## config.mk

```make
export PLATFORM = sky130hd
export DESIGN_NAME = csv_field_splitter
export DESIGN_NICKNAME = d
export VERILOG_FILES = /design/src/hdl/csvfs_pkg.sv /design/src/hdl/csvfs_ram.sv /design/src/hdl/csvfs_front.sv /design/src/hdl/csvfs_cmd_queue.sv /design/src/hdl/csvfs_back.sv /design/src/hdl/csv_field_splitter.sv
export VERILOG_INCLUDE_DIRS = /design/src /design/src/hdl
export SDC_FILE = /design/constraint.sdc
export NUM_CORES = 2
export LEC_CHECK = 0
export BUFFER_PORTS_ARGS = -buffer_cell sky130_fd_sc_hd__buf_2
export CAP_MARGIN = 10
export CORE_UTILIZATION = 55
export CTS_CLUSTER_SIZE = 20
export DETAILED_ROUTE_END_ITERATION = 16
export GPL_TIMING_DRIVEN = 0
export PLACE_DENSITY = 0.83
export SLEW_MARGIN = 20
export SYNTH_ARGS = -nofsm -noshare
export SYNTH_HDL_FRONTEND = slang
export SYNTH_SLANG_ARGS = --single-unit
```

## constraint.sdc

```tcl
create_clock -name clk -period 13.1 [get_ports clk]
set_input_delay 1.31 -clock clk [delete_from_list [all_inputs] [get_ports clk]]
set_output_delay 1.31 -clock clk [all_outputs]
set_load 0.1 [all_outputs]
```

## src/hdl/csv_field_splitter_macros.svh

```systemverilog
// Assertion macros shared by the CSV field splitter RTL.
`ifndef CSV_FIELD_SPLITTER_MACROS_SVH
`define CSV_FIELD_SPLITTER_MACROS_SVH

// Same-cycle implication, checked on clk, off during rst.
`define CSVFS_ASSERT_IMP(lbl, ante, cons, msg) \
  lbl: assert property (@(posedge clk) disable iff (rst) (ante) |-> (cons)) else $error(msg);

// Next-cycle implication, checked on clk, off during rst.
`define CSVFS_ASSERT_NXT(lbl, ante, cons, msg) \
  lbl: assert property (@(posedge clk) disable iff (rst) (ante) |=> (cons)) else $error(msg);

`endif

```

## src/hdl/csvfs_pkg.sv

```systemverilog
// Shared types, constants and helpers of the CSV field splitter.
package csvfs_pkg;

  localparam logic [7:0] QUOTE_CH = 8'h22;
  localparam logic [7:0] COMMA_CH = 8'h2C;
  localparam logic [7:0] SPACE_CH = 8'h20;
  localparam logic [7:0] TAB_CH   = 8'h09;
  localparam logic [7:0] CR_CH    = 8'h0D;

  localparam int POS_W = 7;
  localparam int CNT_W = 10;
  localparam logic [CNT_W-1:0] CNT_MAX = '1;

  typedef struct packed {
    logic             emit;
    logic             line_end;
    logic [7:0]       idx;
    logic [CNT_W-1:0] total;
    logic             too_few;
    logic             trunc;
    logic             quoted;
    logic [POS_W-1:0] s;
    logic [POS_W-1:0] e;
  } cmd_t;

  typedef struct packed {
    logic full;
    logic empty;
    logic wr_bank;
    logic rd_bank;
  } qstat_t;

  function automatic logic is_ws(input logic [7:0] c);
    return (c == SPACE_CH) || ((c >= TAB_CH) && (c <= CR_CH));
  endfunction

endpackage

```

## src/hdl/csvfs_ram.sv

```systemverilog
// Generic single-write, single-read RAM with registered read data.
module csvfs_ram #(
  parameter int WIDTH = 8,
  parameter int DEPTH = 128
) (
  input  logic                     clk,
  input  logic                     wr_en,
  input  logic [$clog2(DEPTH)-1:0] wr_addr,
  input  logic [WIDTH-1:0]         wr_data,
  input  logic                     rd_en,
  input  logic [$clog2(DEPTH)-1:0] rd_addr,
  output logic [WIDTH-1:0]         rd_data
);

  logic [WIDTH-1:0] mem [DEPTH];

  always_ff @(posedge clk) begin
    if (wr_en) begin
      mem[wr_addr] <= wr_data;
    end
    if (rd_en) begin
      rd_data <= mem[rd_addr];
    end
  end

endmodule

```

## src/hdl/csvfs_front.sv

```systemverilog
// Front end: takes line beats, tracks quotes, stores field bytes, issues field commands.
module csvfs_front #(
  parameter int FIELD_LEN = 64
) (
  input  logic                clk,
  input  logic                rst,
  input  logic                s_tvalid,
  output logic                s_tready,
  input  logic [7:0]          s_tdata,
  input  logic                s_kind,
  input  logic [7:0]          field_limit,
  input  csvfs_pkg::qstat_t   qstat,
  output logic                push,
  output csvfs_pkg::cmd_t     push_cmd,
  output logic                wr_en,
  output logic [((FIELD_LEN > 1) ? $clog2(FIELD_LEN) : 1):0] wr_addr,
  output logic [7:0]          wr_data
);

  import csvfs_pkg::*;

  localparam int AW = (FIELD_LEN > 1) ? $clog2(FIELD_LEN) : 1;
  localparam logic [POS_W-1:0] LEN = POS_W'(FIELD_LEN);

  logic [POS_W-1:0] fill, fill_next;
  logic             quoting, quoting_next;
  logic             quote_pending, quote_pending_next;
  logic             overflow, overflow_next;
  logic [CNT_W-1:0] counted, counted_next;
  logic [7:0]       emitted, emitted_next;
  logic             has_nws, has_nws_next;
  logic [POS_W-1:0] first_pos, first_pos_next;
  logic [POS_W-1:0] last_pos, last_pos_next;
  logic [7:0]       first_ch, first_ch_next;
  logic [7:0]       last_ch, last_ch_next;

  logic             accept;
  logic             do_store;
  logic             do_finish;
  logic             line_end;
  logic             iq;
  logic [CNT_W-1:0] counted_inc;
  logic             emit;
  logic             quoted;

  assign s_tready = !qstat.full;
  assign accept   = s_tvalid && s_tready;

  assign counted_inc = (counted != CNT_MAX) ? counted + 1'b1 : counted;
  assign emit        = emitted < field_limit;
  assign quoted      = has_nws && (first_ch == QUOTE_CH) && (last_ch == QUOTE_CH);

  always_comb begin
    push_cmd.emit     = emit;
    push_cmd.line_end = line_end;
    push_cmd.idx      = emit ? emitted : 8'd0;
    push_cmd.total    = counted_inc;
    push_cmd.too_few  = line_end && (field_limit != 8'd0) &&
                        (counted_inc < {{(CNT_W-8){1'b0}}, field_limit});
    push_cmd.trunc    = emit && overflow;
    push_cmd.quoted   = quoted;
    if (!has_nws) begin
      push_cmd.s = '0;
      push_cmd.e = '0;
    end else if (quoted) begin
      push_cmd.s = first_pos + 1'b1;
      push_cmd.e = last_pos;
    end else begin
      push_cmd.s = first_pos;
      push_cmd.e = last_pos + 1'b1;
    end
  end

  always_comb begin
    fill_next          = fill;
    quoting_next       = quoting;
    quote_pending_next = quote_pending;
    overflow_next      = overflow;
    counted_next       = counted;
    emitted_next       = emitted;
    has_nws_next       = has_nws;
    first_pos_next     = first_pos;
    last_pos_next      = last_pos;
    first_ch_next      = first_ch;
    last_ch_next       = last_ch;
    do_store           = 1'b0;
    do_finish          = 1'b0;
    line_end           = 1'b0;
    iq                 = quoting;
    push               = 1'b0;
    wr_en              = 1'b0;
    wr_addr            = {qstat.wr_bank, fill[AW-1:0]};
    wr_data            = s_tdata;

    if (accept) begin
      if (s_kind) begin
        do_finish = 1'b1;
        line_end  = 1'b1;
      end else if (quote_pending && (s_tdata == QUOTE_CH)) begin
        quote_pending_next = 1'b0;
        do_store           = 1'b1;
      end else begin
        iq                 = quote_pending ? 1'b0 : quoting;
        quote_pending_next = 1'b0;
        quoting_next       = iq;
        if (s_tdata == QUOTE_CH) begin
          if (iq) begin
            quote_pending_next = 1'b1;
          end else begin
            quoting_next = 1'b1;
          end
          do_store = 1'b1;
        end else if ((s_tdata == COMMA_CH) && !iq) begin
          do_finish = 1'b1;
        end else begin
          do_store = 1'b1;
        end
      end
    end

    if (do_store) begin
      if (fill < LEN) begin
        wr_en     = 1'b1;
        fill_next = fill + 1'b1;
        if (!is_ws(s_tdata)) begin
          if (!has_nws) begin
            has_nws_next   = 1'b1;
            first_pos_next = fill;
            first_ch_next  = s_tdata;
          end
          last_pos_next = fill;
          last_ch_next  = s_tdata;
        end
      end else begin
        overflow_next = 1'b1;
      end
    end

    if (do_finish) begin
      push               = emit || line_end;
      fill_next          = '0;
      overflow_next      = 1'b0;
      quoting_next       = 1'b0;
      quote_pending_next = 1'b0;
      has_nws_next       = 1'b0;
      if (line_end) begin
        counted_next = '0;
        emitted_next = '0;
      end else begin
        counted_next = counted_inc;
        emitted_next = emit ? emitted + 1'b1 : emitted;
      end
    end
  end

  always_ff @(posedge clk) begin
    if (rst) begin
      fill          <= '0;
      quoting       <= 1'b0;
      quote_pending <= 1'b0;
      overflow      <= 1'b0;
      counted       <= '0;
      emitted       <= '0;
      has_nws       <= 1'b0;
    end else begin
      fill          <= fill_next;
      quoting       <= quoting_next;
      quote_pending <= quote_pending_next;
      overflow      <= overflow_next;
      counted       <= counted_next;
      emitted       <= emitted_next;
      has_nws       <= has_nws_next;
    end
  end

  always_ff @(posedge clk) begin
    first_pos <= first_pos_next;
    last_pos  <= last_pos_next;
    first_ch  <= first_ch_next;
    last_ch   <= last_ch_next;
  end

endmodule

```

## src/hdl/csvfs_cmd_queue.sv

```systemverilog
// Two-entry command queue; its slot pointers also select the store bank.
module csvfs_cmd_queue (
  input  logic              clk,
  input  logic              rst,
  input  logic              push,
  input  csvfs_pkg::cmd_t   push_cmd,
  input  logic              pop,
  output csvfs_pkg::cmd_t   head,
  output csvfs_pkg::qstat_t qstat
);

  import csvfs_pkg::*;

  cmd_t       slots [2];
  logic       wr_ptr;
  logic       rd_ptr;
  logic [1:0] count, count_next;

  assign head          = slots[rd_ptr];
  assign qstat.full    = count == 2'd2;
  assign qstat.empty   = count == 2'd0;
  assign qstat.wr_bank = wr_ptr;
  assign qstat.rd_bank = rd_ptr;

  always_comb begin
    count_next = count;
    if (push && !pop) begin
      count_next = count + 1'b1;
    end else if (pop && !push) begin
      count_next = count - 1'b1;
    end
  end

  always_ff @(posedge clk) begin
    if (rst) begin
      wr_ptr <= 1'b0;
      rd_ptr <= 1'b0;
      count  <= '0;
    end else begin
      count <= count_next;
      if (push) begin
        wr_ptr <= !wr_ptr;
      end
      if (pop) begin
        rd_ptr <= !rd_ptr;
      end
    end
  end

  always_ff @(posedge clk) begin
    if (push) begin
      slots[wr_ptr] <= push_cmd;
    end
  end

endmodule

```

## src/hdl/csvfs_back.sv

```systemverilog
// Back end: reads a finished field from the store, unescapes quotes, drives result beats.
module csvfs_back #(
  parameter int FIELD_LEN = 64
) (
  input  logic              clk,
  input  logic              rst,
  input  csvfs_pkg::cmd_t   head,
  input  csvfs_pkg::qstat_t qstat,
  output logic              pop,
  output logic              rd_en,
  output logic [((FIELD_LEN > 1) ? $clog2(FIELD_LEN) : 1):0] rd_addr,
  input  logic [7:0]        rd_data,
  output logic              m_tvalid,
  input  logic              m_tready,
  output logic [31:0]       m_tdata,
  output logic              m_tuser,
  output logic              m_tlast
);

  import csvfs_pkg::*;

  localparam int AW = (FIELD_LEN > 1) ? $clog2(FIELD_LEN) : 1;

  typedef enum logic [3:0] {
    B_IDLE  = 4'b0001,
    B_START = 4'b0010,
    B_CHAR  = 4'b0100,
    B_PEEK  = 4'b1000
  } bstate_t;

  bstate_t          state, state_next;
  logic [POS_W-1:0] p, p_next;
  logic [POS_W-1:0] p1, p2, nxt;
  logic             out_free;
  logic             load;
  logic             lst;

  logic [7:0]       ld_idx;
  logic [7:0]       ld_char;
  logic             ld_has;
  logic             ld_last;
  logic             ld_done;
  logic             ld_few;
  logic             ld_trunc;

  logic [7:0]       o_idx;
  logic [7:0]       o_char;
  logic             o_has;
  logic             o_last;
  logic             o_done;
  logic [CNT_W-1:0] o_total;
  logic             o_few;
  logic             o_trunc;

  assign p1       = p + 1'b1;
  assign p2       = p + 2'd2;
  assign nxt      = (rd_data == QUOTE_CH) ? p2 : p1;
  assign out_free = !m_tvalid || m_tready;

  always_comb begin
    state_next = state;
    p_next     = p;
    pop        = 1'b0;
    rd_en      = 1'b0;
    rd_addr    = {qstat.rd_bank, p[AW-1:0]};
    load       = 1'b0;
    lst        = 1'b0;
    ld_idx     = head.idx;
    ld_char    = rd_data;
    ld_has     = 1'b1;
    ld_last    = 1'b0;
    ld_done    = 1'b0;
    ld_few     = 1'b0;
    ld_trunc   = head.trunc;

    unique case (state)
      B_IDLE: begin
        if (!qstat.empty) begin
          p_next     = head.s;
          state_next = B_START;
        end
      end
      B_START: begin
        if (!head.emit || (p >= head.e)) begin
          if (out_free) begin
            load       = 1'b1;
            ld_char    = 8'd0;
            ld_has     = 1'b0;
            ld_last    = 1'b1;
            ld_done    = head.line_end;
            ld_few     = head.too_few;
            pop        = 1'b1;
            state_next = B_IDLE;
          end
        end else begin
          rd_en      = 1'b1;
          state_next = B_CHAR;
        end
      end
      B_CHAR: begin
        if (head.quoted && (rd_data == QUOTE_CH) && (p1 < head.e)) begin
          rd_en      = 1'b1;
          rd_addr    = {qstat.rd_bank, p1[AW-1:0]};
          state_next = B_PEEK;
        end else if (out_free) begin
          lst     = p1 >= head.e;
          load    = 1'b1;
          ld_last = lst;
          ld_done = lst && head.line_end;
          ld_few  = lst && head.too_few;
          p_next  = p1;
          if (lst) begin
            pop        = 1'b1;
            state_next = B_IDLE;
          end else begin
            rd_en   = 1'b1;
            rd_addr = {qstat.rd_bank, p1[AW-1:0]};
          end
        end
      end
      B_PEEK: begin
        if (out_free) begin
          lst     = nxt >= head.e;
          load    = 1'b1;
          ld_char = QUOTE_CH;
          ld_last = lst;
          ld_done = lst && head.line_end;
          ld_few  = lst && head.too_few;
          p_next  = nxt;
          if (lst) begin
            pop        = 1'b1;
            state_next = B_IDLE;
          end else begin
            rd_en      = 1'b1;
            rd_addr    = {qstat.rd_bank, nxt[AW-1:0]};
            state_next = B_CHAR;
          end
        end
      end
      default: begin
        state_next = B_IDLE;
      end
    endcase
  end

  always_ff @(posedge clk) begin
    if (rst) begin
      state    <= B_IDLE;
      m_tvalid <= 1'b0;
    end else begin
      state <= state_next;
      if (load) begin
        m_tvalid <= 1'b1;
      end else if (m_tready) begin
        m_tvalid <= 1'b0;
      end
    end
  end

  always_ff @(posedge clk) begin
    p <= p_next;
    if (load) begin
      o_idx   <= ld_idx;
      o_char  <= ld_char;
      o_has   <= ld_has;
      o_last  <= ld_last;
      o_done  <= ld_done;
      o_total <= head.total;
      o_few   <= ld_few;
      o_trunc <= ld_trunc;
    end
  end

  assign m_tdata = {3'b000, o_trunc, o_few, o_total, o_done, o_char, o_idx};
  assign m_tuser = o_has;
  assign m_tlast = o_last;

endmodule

```

## src/hdl/csv_field_splitter.sv

```systemverilog
// Top level of the CSV field splitter: front end, command queue, store and back end.
//
//  channel  dir  handshake            payload
//  s_*      in   s_tvalid/s_tready    tdata: ch; tuser: kind
//  m_*      out  m_tvalid/m_tready    tdata: field_index..truncated; tuser: has_char;
//                                     tlast: last_of_field
//  cfg_*    in   cfg_valid/cfg_ready  cfg_data: field_limit
//
//  A line byte or end-of-line beat is taken whenever s_tready is high; the front end stalls only while
//  the command queue holds two finished fields.
//  A field passes B_IDLE to take its command and B_START to read its first byte, then gives
//  one beat per character while the output is free; a quote in a quoted field adds B_PEEK.
//  Reset is synchronous and clears all control state; the field store needs no clearing.
//  The result register holds a beat under back-pressure while the front end keeps taking bytes.
`include "csv_field_splitter_macros.svh"

module csv_field_splitter #(
  parameter int FIELD_LEN = 64
) (
  input  logic        clk,
  input  logic        rst,
  input  logic        s_tvalid,
  output logic        s_tready,
  input  logic [7:0]  s_tdata,   // [7:0] ch
  input  logic [0:0]  s_tuser,   // [0] kind
  output logic        m_tvalid,
  input  logic        m_tready,
  output logic [31:0] m_tdata,   // [7:0] field_index, [15:8] out_char, [16] line_done,
                                 // [26:17] total_fields, [27] too_few, [28] truncated
  output logic [0:0]  m_tuser,   // [0] has_char
  output logic        m_tlast,
  input  logic        cfg_valid,
  output logic        cfg_ready,
  input  logic [7:0]  cfg_data
);

  import csvfs_pkg::*;

  localparam int AW    = (FIELD_LEN > 1) ? $clog2(FIELD_LEN) : 1;
  localparam int DEPTH = 1 << (AW + 1);

  logic [7:0] field_limit;
  logic       push;
  logic       pop;
  cmd_t       push_cmd;
  cmd_t       head;
  qstat_t     qstat;
  logic       wr_en;
  logic [AW:0] wr_addr;
  logic [7:0] wr_data;
  logic       rd_en;
  logic [AW:0] rd_addr;
  logic [7:0] rd_data;

  assign cfg_ready = 1'b1;

  always_ff @(posedge clk) begin
    if (rst) begin
      field_limit <= 8'd0;
    end else if (cfg_valid && cfg_ready) begin
      field_limit <= cfg_data;
    end
  end

  csvfs_front #(
    .FIELD_LEN(FIELD_LEN)
  ) u_front (
    .clk        (clk),
    .rst        (rst),
    .s_tvalid   (s_tvalid),
    .s_tready   (s_tready),
    .s_tdata    (s_tdata),
    .s_kind     (s_tuser[0]),
    .field_limit(field_limit),
    .qstat      (qstat),
    .push       (push),
    .push_cmd   (push_cmd),
    .wr_en      (wr_en),
    .wr_addr    (wr_addr),
    .wr_data    (wr_data)
  );

  csvfs_cmd_queue u_queue (
    .clk     (clk),
    .rst     (rst),
    .push    (push),
    .push_cmd(push_cmd),
    .pop     (pop),
    .head    (head),
    .qstat   (qstat)
  );

  csvfs_ram #(
    .WIDTH(8),
    .DEPTH(DEPTH)
  ) u_store (
    .clk    (clk),
    .wr_en  (wr_en),
    .wr_addr(wr_addr),
    .wr_data(wr_data),
    .rd_en  (rd_en),
    .rd_addr(rd_addr),
    .rd_data(rd_data)
  );

  csvfs_back #(
    .FIELD_LEN(FIELD_LEN)
  ) u_back (
    .clk     (clk),
    .rst     (rst),
    .head    (head),
    .qstat   (qstat),
    .pop     (pop),
    .rd_en   (rd_en),
    .rd_addr (rd_addr),
    .rd_data (rd_data),
    .m_tvalid(m_tvalid),
    .m_tready(m_tready),
    .m_tdata (m_tdata),
    .m_tuser (m_tuser[0]),
    .m_tlast (m_tlast)
  );

  `CSVFS_ASSERT_IMP(a_empty_is_single, m_tvalid && !m_tuser[0], m_tlast, "charless beat not last")
  `CSVFS_ASSERT_IMP(a_done_is_last, m_tvalid && m_tdata[16], m_tlast, "line_done beat not last")
  `CSVFS_ASSERT_IMP(a_few_needs_done, m_tvalid && m_tdata[27], m_tdata[16], "stray too_few")
  `CSVFS_ASSERT_IMP(a_read_has_cmd, rd_en, !qstat.empty, "store read with no queued field")

endmodule
```

==> impl_metrics.csv <==
group,metric,value,unit
timing,slew_violations,0,
logic_synthesis,synth_area_leaders,"edfxtp_1 70%, mux4_2 5.6%, dfxtp_1 1.9%",
logic_synthesis,synth-warning-count,0,
timing,skew,59.83,ps
timing,whs,469.8,ps
floorplanning,rows,110,
cts,cts_inserted_buffers,117,
detailed_routing,drc,0,
final_layout,drive_gt1_share,16.32,%
cts,cts_hold_repair.buffers,0,
floorplanning,pin_count,59,
critical_path,crit_slowest_cell,"a221oi_2",
logic_synthesis,yosysSeqAreaShare,72.13,%
logic_synthesis,syn_area,50180,µm²
power_and_ir_drop,leakagePower,18.10,nW
logic_synthesis,syn_inst,3088,
worst_hold_path,worstHoldStart,"u_front.fill[3]",
timing,worst_slew_margin_rel,12.50,%
detailed_routing,vias,30960,
place,gp_congestion,1.038,
floorplanning,core_region_area,90150,µm²
final_layout,area_growth,11.69,%
cts,cts.sinks,1221,
logic_synthesis,synth_common_cells,"1174 x edfxtp_1, 218 x nand2_1, 204 x nor2_1, 125 x mux4_2, 110 x clkbuf_1",
logic_synthesis,yosys.area.top_type_share,70.26,%
grt,gr-usage-all-layers,29.55,%
logic_synthesis,synthFlopType,"edfxtp_1",
worst_hold_path,hold_class,"reg2reg",
cts,h-tree-depth,3,
timing,fin_crit_sh,58.70,%
power_and_ir_drop,p_sw,4.128,mW
grt,grt_pass1_wl,198700,µm
logic_synthesis,synth_area_per_cell,16.25,µm²
critical_path,arrival,7990,ps
timing,setup_ws,5410,ps
timing,fin_setup_tns,0,ps
critical_path,r2r_start,"u_store.rd_data[2]",
grt,antenna_found_initial,8,
cts,clk_path_buf_depth,3,
detailed_routing,drt_first_iter_violations,4973,
detailed_routing,routed_via_density,6.806,
power_and_ir_drop,clkPwrFrac,28.6,%
timing,rsz0062_at_grt,"false",
detailed_routing,finalWirelength,137600,µm
critical_path,critPathLaunchType,"flop",
critical_path,required,13400,ps
power_and_ir_drop,p_int,7.460,mW
power_and_ir_drop,power,11.59,mW
final_layout,final_nets,3338,
floorplanning,die_w,304.0,µm
final_layout,num-fill-cells,6197,
run,maxCapViolCount,0,
floorplanning,die-area,92440,µm²
cts,cts_resized,0,
critical_path,end_kind,"flop",
logic_synthesis,synth-edff-count,1174,
power_and_ir_drop,seqPwrFrac,37.7,%
logic_synthesis,synth-seq-cells,1221,
run_status,status,"finished, final reports clean",
detailed_routing,first_pass_iters,8,
floorplanning,start_util,55.66,%
grt,grt_max_degree,94,
timing,period_minus_slack,7690,ps
logic_synthesis,post-synth-top-area-cell,"edfxtp_1",
timing,setup_violations,0,
power_and_ir_drop,cellPowerDensity,206.8,nW/µm²
cts,cts.reportedPaths.clkPinSlew,70,ps
detailed_routing,avgRoutedWirePerCell,30.25,µm
cts,clock_latency,740,ps
timing,hold_viol_final,0,
detailed_routing,ant_nets,0,
critical_path,critPathKind,"reg2reg",
cts,root_buffer,"clkbuf_16",
power_and_ir_drop,switching_share,35.62,%
critical_path,critical_path_buf_inv_count,3,
place,dp_slack,5798,ps
logic_synthesis,synth-async-reset-ratio,0,%
cts,post_cts_buffers,0,
critical_path,critical_path.cell_chain,"or4b_1 -> nor2_1 -> buf_2 -> nand2_1 -> a21oi_1 -> xor2_1 -> ha_1 -> a2111oi_0 -> o211ai_1 -> a211oi_1 -> nor3_1 -> a221oi_2 -> a21o_1 -> buf_2 -> buf_1 -> a21oi_1 -> nor4_1 -> o22ai_1 -> nand4_1 -> nand4_1",
critical_path,crit_fanout,10,
critical_path,slowest_delay,730,ps
place,hpwl,91510,µm
cts,cts_tree,"built",
place,io_buffers,53,
timing,fmax,130.0,MHz
grt,grt-ovfl-total,0,
logic_synthesis,ys_types,86,
logic_synthesis,yosysMostFrequentCell,"edfxtp_1",
floorplanning,die_h,304.0,µm
power_and_ir_drop,vdd_drop_max,129.6,µV
critical_path,cp-startpoint,"u_store.rd_data[2]",
final_layout,finish.utilization,62.17,%
timing,worstMarginPinSlew,1312,ps
power_and_ir_drop,combPwrFrac,33.6,%
critical_path,cpLargestDelayFamily,"compound AO/OA/AOI/OAI gates",
grt,grt_pass1_vias,30000,
[metal layers]
metal	vias to the layer above	share of wire, %	GRT usage, %
met1	15260	36	38.71
met2	2462	45	45.50
met3	517	14	8.789
met4	12	5.7	14.18
li1	12710	-	-
met5	-	0.058	0
[cell type report]
type	count	area, µm²	area share [%]
Clock buffer	147	3092	5.517
Antenna cell	1	2.502	0.004465
Multi-Input combinational cell	1650	12930	23.08
Clock inverter	67	648.1	1.156
Timing Repair Buffer	67	620.6	1.107
Buffer	198	1001	1.786
Sequential cell	1221	36190	64.58
Inverter	21	78.83	0.1407
Tap cell	1176	1471	2.626
[worst paths after layout]
kind	slack (ps)	cells after the start	end
min	470	0	u_front.last_pos[3]
max	5410	20	u_store.rd_data[5]
min reg2reg	470	0	u_front.last_pos[3]
max reg2reg	5410	20	u_store.rd_data[5]
[registers in the layout, indices dropped and copies added, names as in the netlist, 4 cells and up, named ones only]
signal / cells
u_back.o_total: 10
u_front.counted: 10
u_front.emitted: 8
u_front.first_ch: 8
field_limit: 8
u_front.fill: 7
u_front.first_pos: 7
u_back.o_idx: 8
u_front.last_ch: 8
u_store.rd_data: 8
u_back.p: 7
u_back.o_char: 8
u_front.last_pos: 7
u_queue.slots: 74
u_store.mem: 1024
u_back.state: 4
[power by group through the flow]
stage	clock [mW]	sequential, mW	combinational [mW]
2_1_floorplan	0	4.47	2.25
3_3_place_gp	0	4.46	3.61
3_5_place_dp	0	4.45	3.67
4_1_cts	3.31	4.37	3.70
5_1_grt	3.46	4.37	3.97
6_report	3.32	4.37	3.90
[cells in the final DEF, fill, tap and decap left out, types with 12 or more instances in the layout]
master and instances:
edfxtp_1 1174, nand2_1 218, nor2_1 202, clkbuf_1 134, mux4_2 125, clkbuf_16 118, a21oi_1 90, buf_2 89
mux2_2 77, o21ai_0 75, nand3_1 74, and3_1 72, a211oi_1 64, mux2i_1 61, dfxtp_1 47, a311oi_1 44
nor3_1 41, ha_1 40, nand4_1 34, o22a_1 31, clkinv_1 30, and2_1 29, nor2b_1 25, xnor2_1 25
buf_4 23, a221oi_1 23, buf_6 21, inv_1 20, xor2_1 19, a211o_1 17, nand2b_1 15, a2111oi_0 15
a221o_1 15, a311o_1 15, a31oi_1 15, clkinv_2 15, o41ai_1 14, a21o_1 12, nor4_1 12
[kinds of logic after synthesis]
logic type	Yosys count	synth area share, %
simple gates	767	7.306
other cells	2	0.01497
mux	273	8.825
compound gates	521	7.763
buf+inv	219	2.147
fa+ha+maj	40	0.9974
xor+xnor	45	0.8129
flops	1221	72.13
[metrics by stage]
step / cells / cell area (µm²)
2_1_floorplan: 3090 / 50180
3_3_place_gp: 4319 / 51920
5_1_grt: 4547 / 56040
3_5_place_dp: 4333 / 52290
6_report: 4548 / 56040
4_1_cts: 4547 / 56030
[worst reg2reg max path, stage by stage (launching register included)]
cell,delay [ps]
edfxtp_1,410
or4b_1,590
nor2_1,150
buf_2,290
nand2_1,90
a21oi_1,190
xor2_1,250
ha_1,300
a2111oi_0,540
o211ai_1,230
a211oi_1,460
nor3_1,130
a221oi_2,730
a21o_1,330
buf_2,350
buf_1,680
a21oi_1,140
nor4_1,640
o22ai_1,220
nand4_1,220
nand4_1,350
(Power assumes the default switching activity.)
